==> src/rtl/core/trc_pkg.sv <==
package trc_pkg;

  // Largest data payload of one block, in bytes
  localparam int BLOCK_SIZE = 512;
  localparam int QUEUE_DEPTH = 2;

  localparam logic [15:0] WELL_KNOWN_PORT = 16'd69;
  localparam logic [15:0] OP_DATA = 16'd3;
  localparam logic [15:0] OP_ERROR = 16'd5;
  localparam logic [9:0] HEADER_LEN = 10'd4;
  localparam logic [10:0] RETRY_MAX = 11'd2047;
  localparam logic [7:0] TIMEOUT_RESET = 8'd5;

  typedef enum logic [2:0] {
    CMD_OPEN  = 3'd0,
    CMD_PKT   = 3'd1,
    CMD_TICK  = 3'd2,
    CMD_READ  = 3'd3,
    CMD_CLOSE = 3'd4,
    CMD_NONE  = 3'd5
  } cmd_t;

  typedef enum logic [1:0] {
    KIND_NONE = 2'd0,
    KIND_RRQ  = 2'd1,
    KIND_ACK  = 2'd2
  } kind_t;

  typedef enum logic [2:0] {
    ST_WAITING   = 3'd0,
    ST_BLOCK     = 3'd1,
    ST_EOF       = 3'd2,
    ST_SRV_ERROR = 3'd3,
    ST_TIMEOUT   = 3'd4,
    ST_BAD_OP    = 3'd5,
    ST_DELIVERED = 3'd6
  } status_t;

  typedef enum logic [1:0] {
    PH_IDLE  = 2'd0,
    PH_WAIT  = 2'd1,
    PH_READY = 2'd2
  } phase_t;

  // One classified event, as it travels from front to back
  typedef struct packed {
    cmd_t        cmd;
    logic        short_pkt;
    logic        is_data;
    logic        is_error;
    logic [15:0] blk;
    logic [15:0] sport;
    logic [9:0]  pay;
    logic        last;
    logic [9:0]  want;
  } event_t;

endpackage

==> src/rtl/core/trc_front.sv <==
module trc_front (
  input  logic                 in_valid,
  output logic                 in_ready,
  input  logic [2:0]           in_command,
  input  logic [15:0]          in_opcode,
  input  logic [15:0]          in_block_number,
  input  logic [15:0]          in_source_port,
  input  logic [9:0]           in_packet_length,
  input  logic [9:0]           in_consume_count,
  input  logic                 q_full,
  output logic                 push,
  output trc_pkg::event_t      push_event
);

  localparam logic [10:0] BlkSize = 11'(trc_pkg::BLOCK_SIZE);

  logic [9:0] body;
  logic [9:0] pay;

  assign in_ready = !q_full;
  assign push     = in_valid && !q_full;

  // Payload length, cut to one block
  assign body = in_packet_length - trc_pkg::HEADER_LEN;
  assign pay  = ({1'b0, body} > BlkSize) ? BlkSize[9:0] : body;

  always_comb begin
    unique case (in_command) inside
      trc_pkg::CMD_OPEN, trc_pkg::CMD_PKT, trc_pkg::CMD_TICK, trc_pkg::CMD_READ,
      trc_pkg::CMD_CLOSE: push_event.cmd = trc_pkg::cmd_t'(in_command);
      default:            push_event.cmd = trc_pkg::CMD_NONE;
    endcase
    push_event.short_pkt = in_packet_length < trc_pkg::HEADER_LEN;
    push_event.is_data   = in_opcode == trc_pkg::OP_DATA;
    push_event.is_error  = in_opcode == trc_pkg::OP_ERROR;
    push_event.blk       = in_block_number;
    push_event.sport     = in_source_port;
    push_event.pay       = pay;
    push_event.last      = {1'b0, pay} < BlkSize;
    push_event.want      = in_consume_count;
  end

endmodule

==> src/rtl/core/trc_queue.sv <==
module trc_queue #(
  parameter int DEPTH = trc_pkg::QUEUE_DEPTH
) (
  input  logic            clk,
  input  logic            rst_n,
  input  logic            push,
  input  trc_pkg::event_t push_event,
  output logic            full,
  input  logic            pop,
  output logic            head_valid,
  output trc_pkg::event_t head_event
);

  localparam int PtrW = (DEPTH > 1) ? $clog2(DEPTH) : 1;
  localparam int CntW = $clog2(DEPTH + 1);
  localparam logic [PtrW-1:0] LastPtr = PtrW'(DEPTH - 1);
  localparam logic [CntW-1:0] DepthCnt = CntW'(DEPTH);

  trc_pkg::event_t slots_r [DEPTH];
  logic [PtrW-1:0] wr_ptr_r, wr_ptr_nxt;
  logic [PtrW-1:0] rd_ptr_r, rd_ptr_nxt;
  logic [CntW-1:0] count_r, count_nxt;

  assign full       = count_r == DepthCnt;
  assign head_valid = count_r != '0;
  assign head_event = slots_r[rd_ptr_r];

  always_comb begin
    wr_ptr_nxt = wr_ptr_r;
    rd_ptr_nxt = rd_ptr_r;
    count_nxt  = count_r;
    if (push) begin
      wr_ptr_nxt = (wr_ptr_r == LastPtr) ? '0 : wr_ptr_r + 1'b1;
    end
    if (pop) begin
      rd_ptr_nxt = (rd_ptr_r == LastPtr) ? '0 : rd_ptr_r + 1'b1;
    end
    if (push && !pop) begin
      count_nxt = count_r + 1'b1;
    end else if (pop && !push) begin
      count_nxt = count_r - 1'b1;
    end
  end

  always_ff @(posedge clk) begin
    if (!rst_n) begin
      wr_ptr_r <= '0;
      rd_ptr_r <= '0;
      count_r  <= '0;
    end else begin
      wr_ptr_r <= wr_ptr_nxt;
      rd_ptr_r <= rd_ptr_nxt;
      count_r  <= count_nxt;
    end
  end

  always_ff @(posedge clk) begin
    if (push) begin
      slots_r[wr_ptr_r] <= push_event;
    end
  end

  a_count_bound: assert property (@(posedge clk) disable iff (!rst_n)
    count_r <= DepthCnt)
    else $error("event queue count beyond depth");

  a_no_push_full: assert property (@(posedge clk) disable iff (!rst_n)
    full |-> !push)
    else $error("push into full event queue");

  a_ptr_gap: assert property (@(posedge clk) disable iff (!rst_n)
    (count_r == '0) |-> (wr_ptr_r == rd_ptr_r))
    else $error("event queue pointers disagree with empty count");

endmodule

==> src/rtl/core/trc_back.sv <==
module trc_back (
  input  logic            clk,
  input  logic            rst_n,
  input  logic            cfg_valid,
  output logic            cfg_ready,
  input  logic [7:0]      cfg_data,
  input  logic            head_valid,
  input  trc_pkg::event_t head_event,
  output logic            pop,
  output logic            out_valid,
  input  logic            out_ready,
  output logic [1:0]      out_send_kind,
  output logic [15:0]     out_send_block,
  output logic [15:0]     out_dest_port,
  output logic [2:0]      out_status,
  output logic [9:0]      out_delivered_count,
  output logic [15:0]     out_error_number
);

  logic [7:0]  timeout_r;
  logic [10:0] limit;

  trc_pkg::phase_t phase_r, phase_nxt;
  logic [15:0]     exp_blk_r, exp_blk_nxt;
  logic            locked_r, locked_nxt;
  logic [15:0]     srv_port_r, srv_port_nxt;
  logic [10:0]     retry_r, retry_nxt;
  logic [9:0]      remain_r, remain_nxt;
  logic            eof_r, eof_nxt;
  logic [15:0]     last_blk_r, last_blk_nxt;
  trc_pkg::kind_t  pend_r, pend_nxt;

  trc_pkg::kind_t  kind_nxt;
  logic [15:0]     send_blk_nxt;
  logic [15:0]     dport_nxt;
  trc_pkg::status_t status_nxt;
  logic [9:0]      count_nxt;
  logic [15:0]     err_nxt;

  logic            out_valid_r;
  trc_pkg::kind_t  kind_r;
  logic [15:0]     send_blk_r;
  logic [15:0]     dport_r;
  trc_pkg::status_t status_r;
  logic [9:0]      count_r;
  logic [15:0]     err_r;

  logic [15:0] dest;
  logic [15:0] blk_inc;
  logic [10:0] retry_inc;
  logic        timed_out;
  logic        bad_pkt;
  logic [9:0]  take;

  assign cfg_ready = 1'b1;
  assign limit     = {1'b0, timeout_r, 2'b00} + {3'b000, timeout_r};
  assign pop       = head_valid && (!out_valid_r || out_ready);

  assign dest      = locked_r ? srv_port_r : trc_pkg::WELL_KNOWN_PORT;
  assign blk_inc   = exp_blk_r + 16'd1;
  assign retry_inc = (retry_r < trc_pkg::RETRY_MAX) ? retry_r + 11'd1 : retry_r;
  assign timed_out = retry_inc >= limit;
  assign bad_pkt   = head_event.short_pkt
                  || (head_event.is_data && head_event.blk != blk_inc)
                  || (locked_r && head_event.sport != srv_port_r);
  assign take      = (head_event.want < remain_r) ? head_event.want : remain_r;

  always_comb begin
    phase_nxt    = phase_r;
    exp_blk_nxt  = exp_blk_r;
    locked_nxt   = locked_r;
    srv_port_nxt = srv_port_r;
    retry_nxt    = retry_r;
    remain_nxt   = remain_r;
    eof_nxt      = eof_r;
    last_blk_nxt = last_blk_r;
    pend_nxt     = pend_r;
    kind_nxt     = trc_pkg::KIND_NONE;
    send_blk_nxt = '0;
    dport_nxt    = '0;
    status_nxt   = trc_pkg::ST_WAITING;
    count_nxt    = '0;
    err_nxt      = '0;

    unique case (head_event.cmd) inside
      trc_pkg::CMD_OPEN: begin
        phase_nxt    = trc_pkg::PH_WAIT;
        exp_blk_nxt  = '0;
        locked_nxt   = 1'b0;
        srv_port_nxt = trc_pkg::WELL_KNOWN_PORT;
        retry_nxt    = '0;
        remain_nxt   = '0;
        eof_nxt      = 1'b0;
        last_blk_nxt = '0;
        pend_nxt     = trc_pkg::KIND_RRQ;
        kind_nxt     = trc_pkg::KIND_RRQ;
        dport_nxt    = trc_pkg::WELL_KNOWN_PORT;
      end
      trc_pkg::CMD_PKT, trc_pkg::CMD_TICK: begin
        if (phase_r == trc_pkg::PH_WAIT) begin
          if (head_event.cmd == trc_pkg::CMD_TICK || bad_pkt) begin
            // Retry: resend the pending packet or give up
            retry_nxt = retry_inc;
            if (timed_out) begin
              status_nxt = trc_pkg::ST_TIMEOUT;
            end else begin
              kind_nxt     = pend_r;
              send_blk_nxt = (pend_r == trc_pkg::KIND_ACK) ? exp_blk_r : '0;
              dport_nxt    = dest;
            end
          end else begin
            if (!locked_r) begin
              locked_nxt   = 1'b1;
              srv_port_nxt = head_event.sport;
            end
            if (head_event.is_data) begin
              exp_blk_nxt = blk_inc;
              remain_nxt  = head_event.pay;
              retry_nxt   = '0;
              pend_nxt    = trc_pkg::KIND_NONE;
              phase_nxt   = trc_pkg::PH_READY;
              if (head_event.last) begin
                eof_nxt      = 1'b1;
                last_blk_nxt = blk_inc;
                status_nxt   = trc_pkg::ST_EOF;
              end else begin
                status_nxt = trc_pkg::ST_BLOCK;
              end
            end else if (head_event.is_error) begin
              status_nxt = trc_pkg::ST_SRV_ERROR;
              err_nxt    = head_event.blk;
            end else begin
              status_nxt = trc_pkg::ST_BAD_OP;
            end
          end
          // Session failure: drop back depending on what was pending
          if (status_nxt == trc_pkg::ST_TIMEOUT || status_nxt == trc_pkg::ST_SRV_ERROR
              || status_nxt == trc_pkg::ST_BAD_OP) begin
            if (pend_r == trc_pkg::KIND_RRQ) begin
              phase_nxt = trc_pkg::PH_IDLE;
              eof_nxt   = 1'b0;
            end else begin
              phase_nxt = trc_pkg::PH_READY;
            end
            remain_nxt = '0;
            pend_nxt   = trc_pkg::KIND_NONE;
            retry_nxt  = '0;
          end
        end
      end
      trc_pkg::CMD_READ: begin
        if (phase_r == trc_pkg::PH_IDLE) begin
          status_nxt = trc_pkg::ST_EOF;
        end else if (phase_r == trc_pkg::PH_READY) begin
          if (remain_r != '0) begin
            remain_nxt = remain_r - take;
            status_nxt = trc_pkg::ST_DELIVERED;
            count_nxt  = take;
          end else if (eof_r) begin
            status_nxt = trc_pkg::ST_EOF;
          end else begin
            phase_nxt    = trc_pkg::PH_WAIT;
            pend_nxt     = trc_pkg::KIND_ACK;
            retry_nxt    = '0;
            kind_nxt     = trc_pkg::KIND_ACK;
            send_blk_nxt = exp_blk_r;
            dport_nxt    = dest;
          end
        end
      end
      trc_pkg::CMD_CLOSE: begin
        if (eof_r) begin
          kind_nxt     = trc_pkg::KIND_ACK;
          send_blk_nxt = last_blk_r;
          dport_nxt    = dest;
        end
        phase_nxt    = trc_pkg::PH_IDLE;
        exp_blk_nxt  = '0;
        locked_nxt   = 1'b0;
        srv_port_nxt = trc_pkg::WELL_KNOWN_PORT;
        retry_nxt    = '0;
        remain_nxt   = '0;
        eof_nxt      = 1'b0;
        last_blk_nxt = '0;
        pend_nxt     = trc_pkg::KIND_NONE;
      end
      default: begin
      end
    endcase
  end

  always_ff @(posedge clk) begin
    if (!rst_n) begin
      timeout_r   <= trc_pkg::TIMEOUT_RESET;
      phase_r     <= trc_pkg::PH_IDLE;
      exp_blk_r   <= '0;
      locked_r    <= 1'b0;
      srv_port_r  <= trc_pkg::WELL_KNOWN_PORT;
      retry_r     <= '0;
      remain_r    <= '0;
      eof_r       <= 1'b0;
      last_blk_r  <= '0;
      pend_r      <= trc_pkg::KIND_NONE;
      out_valid_r <= 1'b0;
    end else begin
      if (cfg_valid) begin
        timeout_r <= cfg_data;
      end
      if (pop) begin
        phase_r     <= phase_nxt;
        exp_blk_r   <= exp_blk_nxt;
        locked_r    <= locked_nxt;
        srv_port_r  <= srv_port_nxt;
        retry_r     <= retry_nxt;
        remain_r    <= remain_nxt;
        eof_r       <= eof_nxt;
        last_blk_r  <= last_blk_nxt;
        pend_r      <= pend_nxt;
        out_valid_r <= 1'b1;
      end else if (out_ready) begin
        out_valid_r <= 1'b0;
      end
    end
  end

  // Result payload: load on pop, hold otherwise
  always_ff @(posedge clk) begin
    if (pop) begin
      kind_r     <= kind_nxt;
      send_blk_r <= send_blk_nxt;
      dport_r    <= dport_nxt;
      status_r   <= status_nxt;
      count_r    <= count_nxt;
      err_r      <= err_nxt;
    end
  end

  assign out_valid           = out_valid_r;
  assign out_send_kind       = kind_r;
  assign out_send_block      = send_blk_r;
  assign out_dest_port       = dport_r;
  assign out_status          = status_r;
  assign out_delivered_count = count_r;
  assign out_error_number    = err_r;

  a_wait_pending: assert property (@(posedge clk) disable iff (!rst_n)
    (phase_r == trc_pkg::PH_WAIT) == (pend_r != trc_pkg::KIND_NONE))
    else $error("pending packet and wait phase disagree");

  a_port_unlocked: assert property (@(posedge clk) disable iff (!rst_n)
    !locked_r |-> srv_port_r == trc_pkg::WELL_KNOWN_PORT)
    else $error("server port changed before lock");

  a_buffer_ready: assert property (@(posedge clk) disable iff (!rst_n)
    (remain_r != '0) |-> phase_r == trc_pkg::PH_READY)
    else $error("buffered bytes outside ready phase");

  a_eof_not_wait: assert property (@(posedge clk) disable iff (!rst_n)
    eof_r |-> phase_r != trc_pkg::PH_WAIT)
    else $error("waiting for data after end of file");

  a_pop_result: assert property (@(posedge clk) disable iff (!rst_n)
    pop |=> out_valid_r)
    else $error("popped event left no result");

endmodule

==> src/rtl/core/tftp_read_client.sv <==
// Channel | Direction | Transfer when          | Payload
// in_     | input     | in_valid & in_ready    | command, opcode, block, port, length, count
// out_    | output    | out_valid & out_ready  | send kind/block, dest port, status, count, error
// cfg_    | input     | cfg_valid & cfg_ready  | timeout_seconds (8 bits)
//
// One event per cycle sustained while out_ready holds high; out_valid rises once the input
// transfer has passed the queue slot and then the output register.
// The sequencer is a compare-and-update on registered session state; cfg_ready is always high.
// Reset (rst_n low, synchronous) empties the queue, restores the session state and
// sets timeout_seconds to 5. A stalled output holds its result; the queue keeps
// taking events until it is full, then in_ready drops.
module tftp_read_client #(
  parameter int QUEUE_DEPTH = trc_pkg::QUEUE_DEPTH
) (
  input  logic        clk,
  input  logic        rst_n,
  input  logic        cfg_valid,
  output logic        cfg_ready,
  input  logic [7:0]  cfg_data,
  input  logic        in_valid,
  output logic        in_ready,
  input  logic [2:0]  in_command,
  input  logic [15:0] in_opcode,
  input  logic [15:0] in_block_number,
  input  logic [15:0] in_source_port,
  input  logic [9:0]  in_packet_length,
  input  logic [9:0]  in_consume_count,
  output logic        out_valid,
  input  logic        out_ready,
  output logic [1:0]  out_send_kind,
  output logic [15:0] out_send_block,
  output logic [15:0] out_dest_port,
  output logic [2:0]  out_status,
  output logic [9:0]  out_delivered_count,
  output logic [15:0] out_error_number
);

  logic            q_full;
  logic            push;
  trc_pkg::event_t push_event;
  logic            pop;
  logic            head_valid;
  trc_pkg::event_t head_event;

  trc_front u_front (
    .in_valid         (in_valid),
    .in_ready         (in_ready),
    .in_command       (in_command),
    .in_opcode        (in_opcode),
    .in_block_number  (in_block_number),
    .in_source_port   (in_source_port),
    .in_packet_length (in_packet_length),
    .in_consume_count (in_consume_count),
    .q_full           (q_full),
    .push             (push),
    .push_event       (push_event)
  );

  trc_queue #(
    .DEPTH (QUEUE_DEPTH)
  ) u_queue (
    .clk        (clk),
    .rst_n      (rst_n),
    .push       (push),
    .push_event (push_event),
    .full       (q_full),
    .pop        (pop),
    .head_valid (head_valid),
    .head_event (head_event)
  );

  trc_back u_back (
    .clk                 (clk),
    .rst_n               (rst_n),
    .cfg_valid           (cfg_valid),
    .cfg_ready           (cfg_ready),
    .cfg_data            (cfg_data),
    .head_valid          (head_valid),
    .head_event          (head_event),
    .pop                 (pop),
    .out_valid           (out_valid),
    .out_ready           (out_ready),
    .out_send_kind       (out_send_kind),
    .out_send_block      (out_send_block),
    .out_dest_port       (out_dest_port),
    .out_status          (out_status),
    .out_delivered_count (out_delivered_count),
    .out_error_number    (out_error_number)
  );

endmodule
==> config.mk <==
export PLATFORM = sky130hd
export DESIGN_NAME = tftp_read_client
export DESIGN_NICKNAME = d
export VERILOG_FILES = /design/src/rtl/core/trc_pkg.sv /design/src/rtl/core/trc_front.sv /design/src/rtl/core/trc_queue.sv /design/src/rtl/core/trc_back.sv /design/src/rtl/core/tftp_read_client.sv
export SDC_FILE = /design/constraint.sdc
export NUM_CORES = 1
export LEC_CHECK = 0
export BUFFER_PORTS_ARGS = -buffer_cell sky130_fd_sc_hd__buf_4
export CAP_MARGIN = 20
export CORE_MARGIN = 5
export CORE_UTILIZATION = 50
export CTS_CLUSTER_DIAMETER = 80
export DETAILED_ROUTE_END_ITERATION = 8
export GPL_ROUTABILITY_DRIVEN = 0
export HOLD_SLACK_MARGIN = 0.1
export PLACE_DENSITY = 0.69
export SETUP_SLACK_MARGIN = 0.2
export SLEW_MARGIN = 10
export SYNTH_ARGS = -nofsm -noshare
export SYNTH_HDL_FRONTEND = slang
export SYNTH_HIERARCHICAL = 1
export SYNTH_SLANG_ARGS = --single-unit
==> constraint.sdc <==
create_clock -name clk -period 5.4 [get_ports clk]
set_input_delay 1.08 -clock clk [delete_from_list [all_inputs] [get_ports clk]]
set_output_delay 1.08 -clock clk [all_outputs]
set_load 0.01 [all_outputs]
==> results.json, run 1 <==
{
  "area_growth_pct": 14.6,
  "power_uw": 7500,
  "path_max_fanout": 16,
  "syn_area_per_cell_um2": 11.6,
  "drtAntennaViolNets": 0,
  "yosys.cell_types.count": 91,
  "tns_ps": 0,
  "slew_headroom_pct": 30.2,
  "async_flop_share_pct": 0,
  "die_y_um": 175,
  "setup_violations": 0,
  "yosys.area.top_type": "edfxtp_1",
  "critPathKind": "reg2reg",
  "ios": 150,
  "p_per_area_nw_per_um2": 478,
  "hp-class": "reg2reg",
  "whs_ps": 468,
  "grt_pass1_wl_mm": 47.5,
  "fillers": 2248,
  "route.vias.total": 9130,
  "synth_area_um2": 13700,
  "clkTransAtPathRegs_ps": 60,
  "cp-end-kind": "register",
  "crit_required_ps": 5790,
  "grt_pass1_vias": 9016,
  "synthTopCellsByCount": "edfxtp_1 (181), dfxtp_1 (89), nand2_1 (60), nor2_1 (58)",
  "portBuffers": 148,
  "worst_pin_slew_ps": 1030,
  "worstPathArrival_ps": 4960,
  "holdBufCountCts": 0,
  "timing.final.crit_share_pct": 84.5,
  "synth_edf_count": 181,
  "dp_hpwl_mm": 21.0,
  "h-tree-depth": 1,
  "grt_setup_unrepaired": "no",
  "drive_gt1_share_pct": 24.5,
  "status": "completed",
  "cts-buffers-inserted": 28,
  "fin_crit_ps": 4560,
  "cts_tree": "built",
  "die_w_um": 175,
  "diodes": 0,
  "synth_nets": 1307,
  "synth_seq_area_share_pct": 52.7,
  "maxCapViolCount": 0,
  "netlist_instances": 1181,
  "vias_per_cell": 5.60,
  "yosysTopAreaCellShare_pct": 39.7,
  "p_leak_uw": 0.00596,
  "grt_usage_pct": 18.8,
  "yosysWarnings": 6,
  "postCtsSetupRepairBufs": 0,
  "gr-total-overflow": 0,
  "core_um2": 27000,
  "final_nets": 1394,
  "peakVddDrop_mv": 0.246,
  "drt_iter0_drc": 677,
  "dieArea_um2": 30800,
  "skew_ps": 21.5,
  "final_max_slew_viol_count": 0,
  "final-hold-violation-count": 0,
  "cts_root_buf": "clkbuf_16",
  "antenna_found_initial": 0,
  "clock_latency_ps": 550,
  "wl_per_cell_um": 18.2,
  "ctsResizeCount": 0,
  "first_pass_iters": 5,
  "synth_seq_cells": 270,
  "worst_setup_path_start_kind": "register",
  "rows": 60,
  "grt_max_degree": 72,
  "start_util_pct": 50.8,
  "drc": 0,
  "synthFlopType": "edfxtp_1",
  "yosysMostFrequentCell": "edfxtp_1",
  "yosys-top-cells-area": "edfxtp_1 (40%), dfxtp_1 (13%), mux2_2 (4.3%)",
  "finalWirelength_mm": 29.7,
  "fmax_ghz": 0.219,
  "cts_buffer_depth": 3,
  "cts.sink_count": 270
}
==> final timing paths <==
| path | cells after the start | to | slack [ps] | start |
|---|---|---|---|---|
| worst max register to register | 17 | u_back/out_send_block[12]$_DFFE_PP_ | 840 | u_back/retry_r[2]$_SDFFE_PN0P_ |
| worst min-delay path | 1 | u_back/last_blk_r[13]$_SDFFE_PN0P_ | 470 | u_back/last_blk_r[13]$_SDFFE_PN0P_ |
| worst max-delay path | 17 | u_back/out_send_block[12]$_DFFE_PP_ | 840 | u_back/retry_r[2]$_SDFFE_PN0P_ |
| worst min register to register | 1 | u_back/last_blk_r[13]$_SDFFE_PN0P_ | 470 | u_back/last_blk_r[13]$_SDFFE_PN0P_ |
==> flip-flops by register name (all words and copies together) (netlist names), 2 cells and up, named ones only <==
signal,flops
u_back/exp_blk_r,16
u_back/last_blk_r,16
u_back/out_delivered_count,10
u_back/out_dest_port,16
u_back/out_error_number,16
u_back/out_send_block,16
u_back/out_send_kind,2
u_back/out_status,3
u_back/pend_r,2
u_back/phase_r,2
u_back/remain_r,10
u_back/retry_r,11
u_back/srv_port_r,16
u_back/timeout_r,8
u_queue/count_r,2
u_queue/slots_r,118
==> cell usage in the layout (no fill, tap or decap), types with 9 or more instances in the layout <==
cell type and count:
nor2_1 58, or3b_2 14, dfxtp_1 88, nand2b_1 12
inv_1 45, ha_1 40, clkbuf_16 29, nand2_1 60
a22o_1 27, mux2i_1 24, a21boi_0 15, a21oi_1 41
nor2b_1 22, o211ai_1 11, edfxtp_1 181, a21o_1 9
mux2_2 52, nand3_1 25, mux2_4 10, nand4_1 15
buf_4 162, o21ai_0 40, nor3_1 14, xor2_1 22
and3_1 11, and2_1 40, xnor2_1 52
==> report_power, final <==
| group | leakage (uW) | switching (uW) | internal [uW] |
|---|---|---|---|
| registers | 0.00245 | 228 | 2700 |
| clock network | 0.000475 | 760 | 1210 |
| logic | 0.00303 | 1420 | 1190 |
==> area by class of cell <==
cell class / count / area (um2) / area share (%)
Tap cell: 341 / 427 / 2.72
Inverter: 47 / 176 / 1.12
Clock buffer: 37 / 786 / 5.01
Sequential cell: 270 / 7220 / 46.0
Timing Repair Buffer: 164 / 1260 / 8.01
Multi-Input combinational cell: 757 / 5650 / 36.0
Clock inverter: 15 / 170 / 1.08
==> critical path: stages, from the launching register on <==
cell and delay [ps]:
dfxtp_1 430, and3_1 230, and3_1 200, and3_1 220, nand3_1 270, nand4_1 260, xnor2_1 140, ha_1 280
a211o_1 280, o22ai_1 160, a31oi_1 60, a2111oi_0 470, buf_4 230, and2_1 200, o21ai_0 230, o31ai_2 300
buf_4 260, a22o_1 170
==> kinds of logic (layout without fill, tap and decap cells) <==
family / count (synthesis) / count (layout) / share of synthesized area, %
buffers and inverters: 154 / 263 / 6.05
AO/OA/AOI/OAI: 226 / 226 / 11.7
XOR/XNOR: 76 / 76 / 5.03
flip-flops: 270 / 270 / 52.7
AND/OR/NAND/NOR: 326 / 326 / 13.3
other: 1 / 1 / 0.0274
adder cells (fa/ha/maj): 42 / 42 / 3.95
multiplexers: 86 / 86 / 7.13
==> per-stage QoR <==
step | utilization, % | area (um2) | cells | worst slack, ps
finish | 58.2 | 15700 | 1631 | 836
global route | 58.2 | 15700 | 1631 | 573
CTS | 58.1 | 15700 | 1630 | 890
detailed placement | 54.6 | 14700 | 1578 | 922
global placement | 54.6 | 14700 | 1578 | 949
floorplan | - | 13700 | 1181 | 939
==> metal layers <==
layer	share of wire [%]	GRT usage, %	routed length [um]	vias up
li1	-	-	-	4466
met1	43	24.2	12700	4367
met2	50	33.6	14800	240
met3	4.8	2.48	1440	57
met4	2.4	5.26	722	0
met5	0	0	0	-
Power figures use the tool's default switching activity.
==> run 2, diff against run 1 <==
--- a/config.mk
+++ b/config.mk
@@ -5,6 +5,7 @@
 export SDC_FILE = /design/constraint.sdc
 export NUM_CORES = 1
 export LEC_CHECK = 0
+export ABC_AREA = 1
 export BUFFER_PORTS_ARGS = -buffer_cell sky130_fd_sc_hd__buf_4
 export CAP_MARGIN = 20
 export CORE_MARGIN = 5
@@ -13,7 +14,7 @@
 export DETAILED_ROUTE_END_ITERATION = 8
 export GPL_ROUTABILITY_DRIVEN = 0
 export HOLD_SLACK_MARGIN = 0.1
-export PLACE_DENSITY = 0.69
+export PLACE_DENSITY = 0.71
 export SETUP_SLACK_MARGIN = 0.2
 export SLEW_MARGIN = 10
 export SYNTH_ARGS = -nofsm -noshare
==> constraint.sdc (replaced) <==
create_clock -name clk -period 4.15 [get_ports clk]
set_input_delay 0.83 -clock clk [delete_from_list [all_inputs] [get_ports clk]]
set_output_delay 0.83 -clock clk [all_outputs]
set_load 0.01 [all_outputs]
==> run 2 against run 1 <==
Net effect:
- sequential share of layout area is 0.88 points lower
- via count grew 14%
- flip-flop and latch count is the same
- final cell count increased by 19%
- core utilization grew 1.2 points
- total power is 59% higher
- die area down 0.27%
==> results.json, run 2 <==
{
  "status": "completed",
  "synthFlopType": "edfxtp_1",
  "cts_tree": "built",
  "largest_reg_flops": 118,
  "wl_per_cell_um": 16.1,
  "start_util_pct": 50.6,
  "ff2ff_path_depth": 19,
  "clkTransAtPathRegs_ps": 60,
  "dp_hpwl_mm": 21.9,
  "final-hold-violation-count": 0,
  "rows": 60,
  "p_per_area_nw_per_um2": 744,
  "synth_seq_cells": 270,
  "top_register": "u_queue/slots_r",
  "yosysWarnings": 6,
  "finalWirelength_mm": 31.2,
  "core_um2": 27000,
  "fin_crit_ps": 3850,
  "layout_commonest_cell": "nand2_1",
  "cts-buffers-inserted": 29,
  "antenna_found_initial": 0,
  "yosys-top-cells-area": "edfxtp_1 (40%), dfxtp_1 (13%), nand2_1 (7.5%)",
  "cts_root_buf": "clkbuf_16",
  "drc": 0,
  "cts.sink_count": 270,
  "fmax_ghz": 0.259,
  "cp_cell_sequence": "mux2_2 > ha_1 > nand2_1 > nor2_1 > a211oi_2 > nand3_2 > buf_6 > buf_4 > nand2_1 > o21ai_0 > ha_1 > inv_1 > nor4_2 > inv_1 > o211ai_1 > a31oi_1 > a21o_1 > a21oi_1 > a21oi_1",
  "portBuffers": 148,
  "peakVddDrop_mv": 0.580,
  "grt_pass1_vias": 10100,
  "ios": 150,
  "slowest_delay_ps": 400,
  "diodes": 0,
  "reg2reg_to": "u_back/remain_r[9]$_SDFFE_PN0P_",
  "fillers": 2271,
  "synth_nets": 1582,
  "skew_ps": 18.2,
  "yosys.area.top_type": "edfxtp_1",
  "die_y_um": 175,
  "yosys.cell_types.count": 51,
  "dp_cells": 1878,
  "cts_buffer_depth": 3,
  "vias_per_cell": 5.35,
  "synth_seq_area_share_pct": 52.9,
  "hold_depth": 1,
  "drt_iter0_drc": 968,
  "cp_slowest_cell": "dfxtp_4",
  "holdPathEnd": "u_queue/slots_r[0][36]$_DFFE_PP_",
  "p_leak_uw": 0.00673,
  "hp-class": "in2reg",
  "dieArea_um2": 30700,
  "worst_pin_slew_ps": 935,
  "h-tree-depth": 1,
  "critPathKind": "reg2reg",
  "area_growth_pct": 17.2,
  "tns_ps": 0,
  "die_w_um": 175,
  "holdBufCountCts": 0,
  "hold_start": "in_source_port[15]",
  "final_cell_mix": "nand2_1 (270), edfxtp_1 (181), buf_4 (173), nor2_1 (157), inv_1 (148)",
  "pre_cts_slack_ps": 24.2,
  "final_nets": 1706,
  "stdcell_count": 1944,
  "grt_usage_pct": 19.4,
  "yosysTopAreaCellShare_pct": 39.8,
  "synthTopCellsByCount": "nand2_1 (273), edfxtp_1 (181), nor2_1 (160), inv_1 (153), a21oi_1 (102)",
  "worstPathArrival_ps": 4280,
  "drtAntennaViolNets": 0,
  "grt_pass1_wl_mm": 49.6,
  "grt_setup_unrepaired": "no",
  "grt_max_degree": 72,
  "first_pass_iters": 8,
  "ff2ff_setup_slack_ps": 300,
  "maxCapViolCount": 0,
  "slew_headroom_pct": 37.7,
  "timing.final.ws_setup_ps": 295,
  "drive_gt1_share_pct": 21.5,
  "yosysMostFrequentCell": "nand2_1",
  "synth_edf_count": 181,
  "netlist_instances": 1456,
  "gr-total-overflow": 0,
  "worst_setup_path_start_kind": "register",
  "timing.final.crit_share_pct": 92.9,
  "setup_violations": 0,
  "final_max_slew_viol_count": 0,
  "cp-end-kind": "register",
  "path_max_fanout": 14,
  "synth_area_um2": 13600,
  "syn_area_per_cell_um2": 9.37,
  "async_flop_share_pct": 0,
  "crit_required_ps": 4580,
  "clock_latency_ps": 550,
  "route.vias.total": 10400
}
run 2: cell count changes after synthesis, moves of 24 or more:
cell     previous run  this run
a21oi_1            42       102
a22o_1             27         0
and2_1             41         0
inv_1              46       153
mux2i_1            24         0
nand2_1            60       273
nand3_1            25        88
nor2_1             58       160
o21ai_0            40        84
xnor2_1            52        16
run 2: logic make-up (layout without fill, tap and decap cells):
kind of cell             Yosys count  in the layout  synth area share [%]
other                              1              1                0.0275
AO/OA/AOI/OAI                    215            215                  8.52
AND/OR/NAND/NOR                  590            590                  18.6
XOR/XNOR                          30             30                  2.13
adder cells (fa/ha/maj)           42             42                  3.96
buffers and inverters            249            396                  8.70
flip-flops                       270            270                  52.9
multiplexers                      59             59                  5.14
run 2: cell type report:
| type | count | area [um2] | area share (%) |
|---|---|---|---|
| sequential | 270 | 7220 | 45.1 |
| multi-input combinational | 937 | 5390 | 33.7 |
| timing repair buffer | 179 | 1380 | 8.61 |
| clock buffer | 43 | 808 | 5.05 |
| inverter | 163 | 612 | 3.82 |
| tap | 341 | 427 | 2.67 |
| clock inverter | 11 | 164 | 1.02 |
run 2: critical path: cells and delay by family, from the launching register on:
| kind | cells | cell delay [ps] |
|---|---|---|
| DFF | 1 | 400 |
| AOI/OAI and AO/OA | 7 | 1000 |
| adders and majority gates | 2 | 720 |
| and+or+nand+nor | 5 | 750 |
| buffers and inverters | 4 | 500 |
| muxes | 1 | 360 |
run 2: stage by stage:
stage                     total power [uW]  hold slack [ps]  instance area, um2  util [%]
after CTS                            11500              431               15800      58.5
after detailed placement              8770              458               14800      54.8
final                                11900              460               16000      59.4
after global routing                 12700              439               16000      59.4
after global placement                8650              452               14800      54.8
after floorplan                       7380              440               13700         -
run 2: where the power goes:
| group | leakage [uW] | total (uW) | switching [uW] | internal, uW |
|---|---|---|---|---|
| Clock | 0.000469 | 2620 | 1020 | 1590 |
| Sequential | 0.00246 | 4100 | 387 | 3710 |
| Combinational | 0.00380 | 5190 | 3160 | 2030 |
| Total | 0.00673 | 11900 | 4570 | 7340 |
run 2: how the worst max path moves through the flow:
| stage | to | start | slack (ps) | depth (start not counted) |
|---|---|---|---|---|
| 2_1_floorplan | u_back/remain_r[8]$_SDFFE_PN0P_ | register | 110 | 30 |
| 3_3_place_gp | u_back/remain_r[8]$_SDFFE_PN0P_ | register | 140 | 26 |
| 3_5_place_dp | u_back/remain_r[8]$_SDFFE_PN0P_ | register | 20 | 26 |
| 4_1_cts | u_back/out_dest_port[1]$_DFFE_PP_ | u_back/timeout_r[2]$_SDFFE_PN1P_ | 210 | 17 |
| 5_1_grt | u_back/remain_r[8]$_SDFFE_PN0P_ | register | 70 | 26 |
| 6_report | u_back/remain_r[9]$_SDFFE_PN0P_ | register | 300 | 19 |
run 2: what timing repair did:
action | in CTS | in global routing
gates resized for setup | 2 | 41
pin swaps | 1 | 17
setup endpoints to repair | 1 | 90
buffers inserted | 1 | 11
run 2: layer usage:
layer / GRT usage (%) / part of all wire, % / vias up
li1: - / - / 5114
met1: 27.0 / 44 / 4857
met2: 32.1 / 47 / 374
met3: 3.05 / 6.5 / 53
met4: 5.11 / 2.1 / 0
met5: 0 / 0 / -
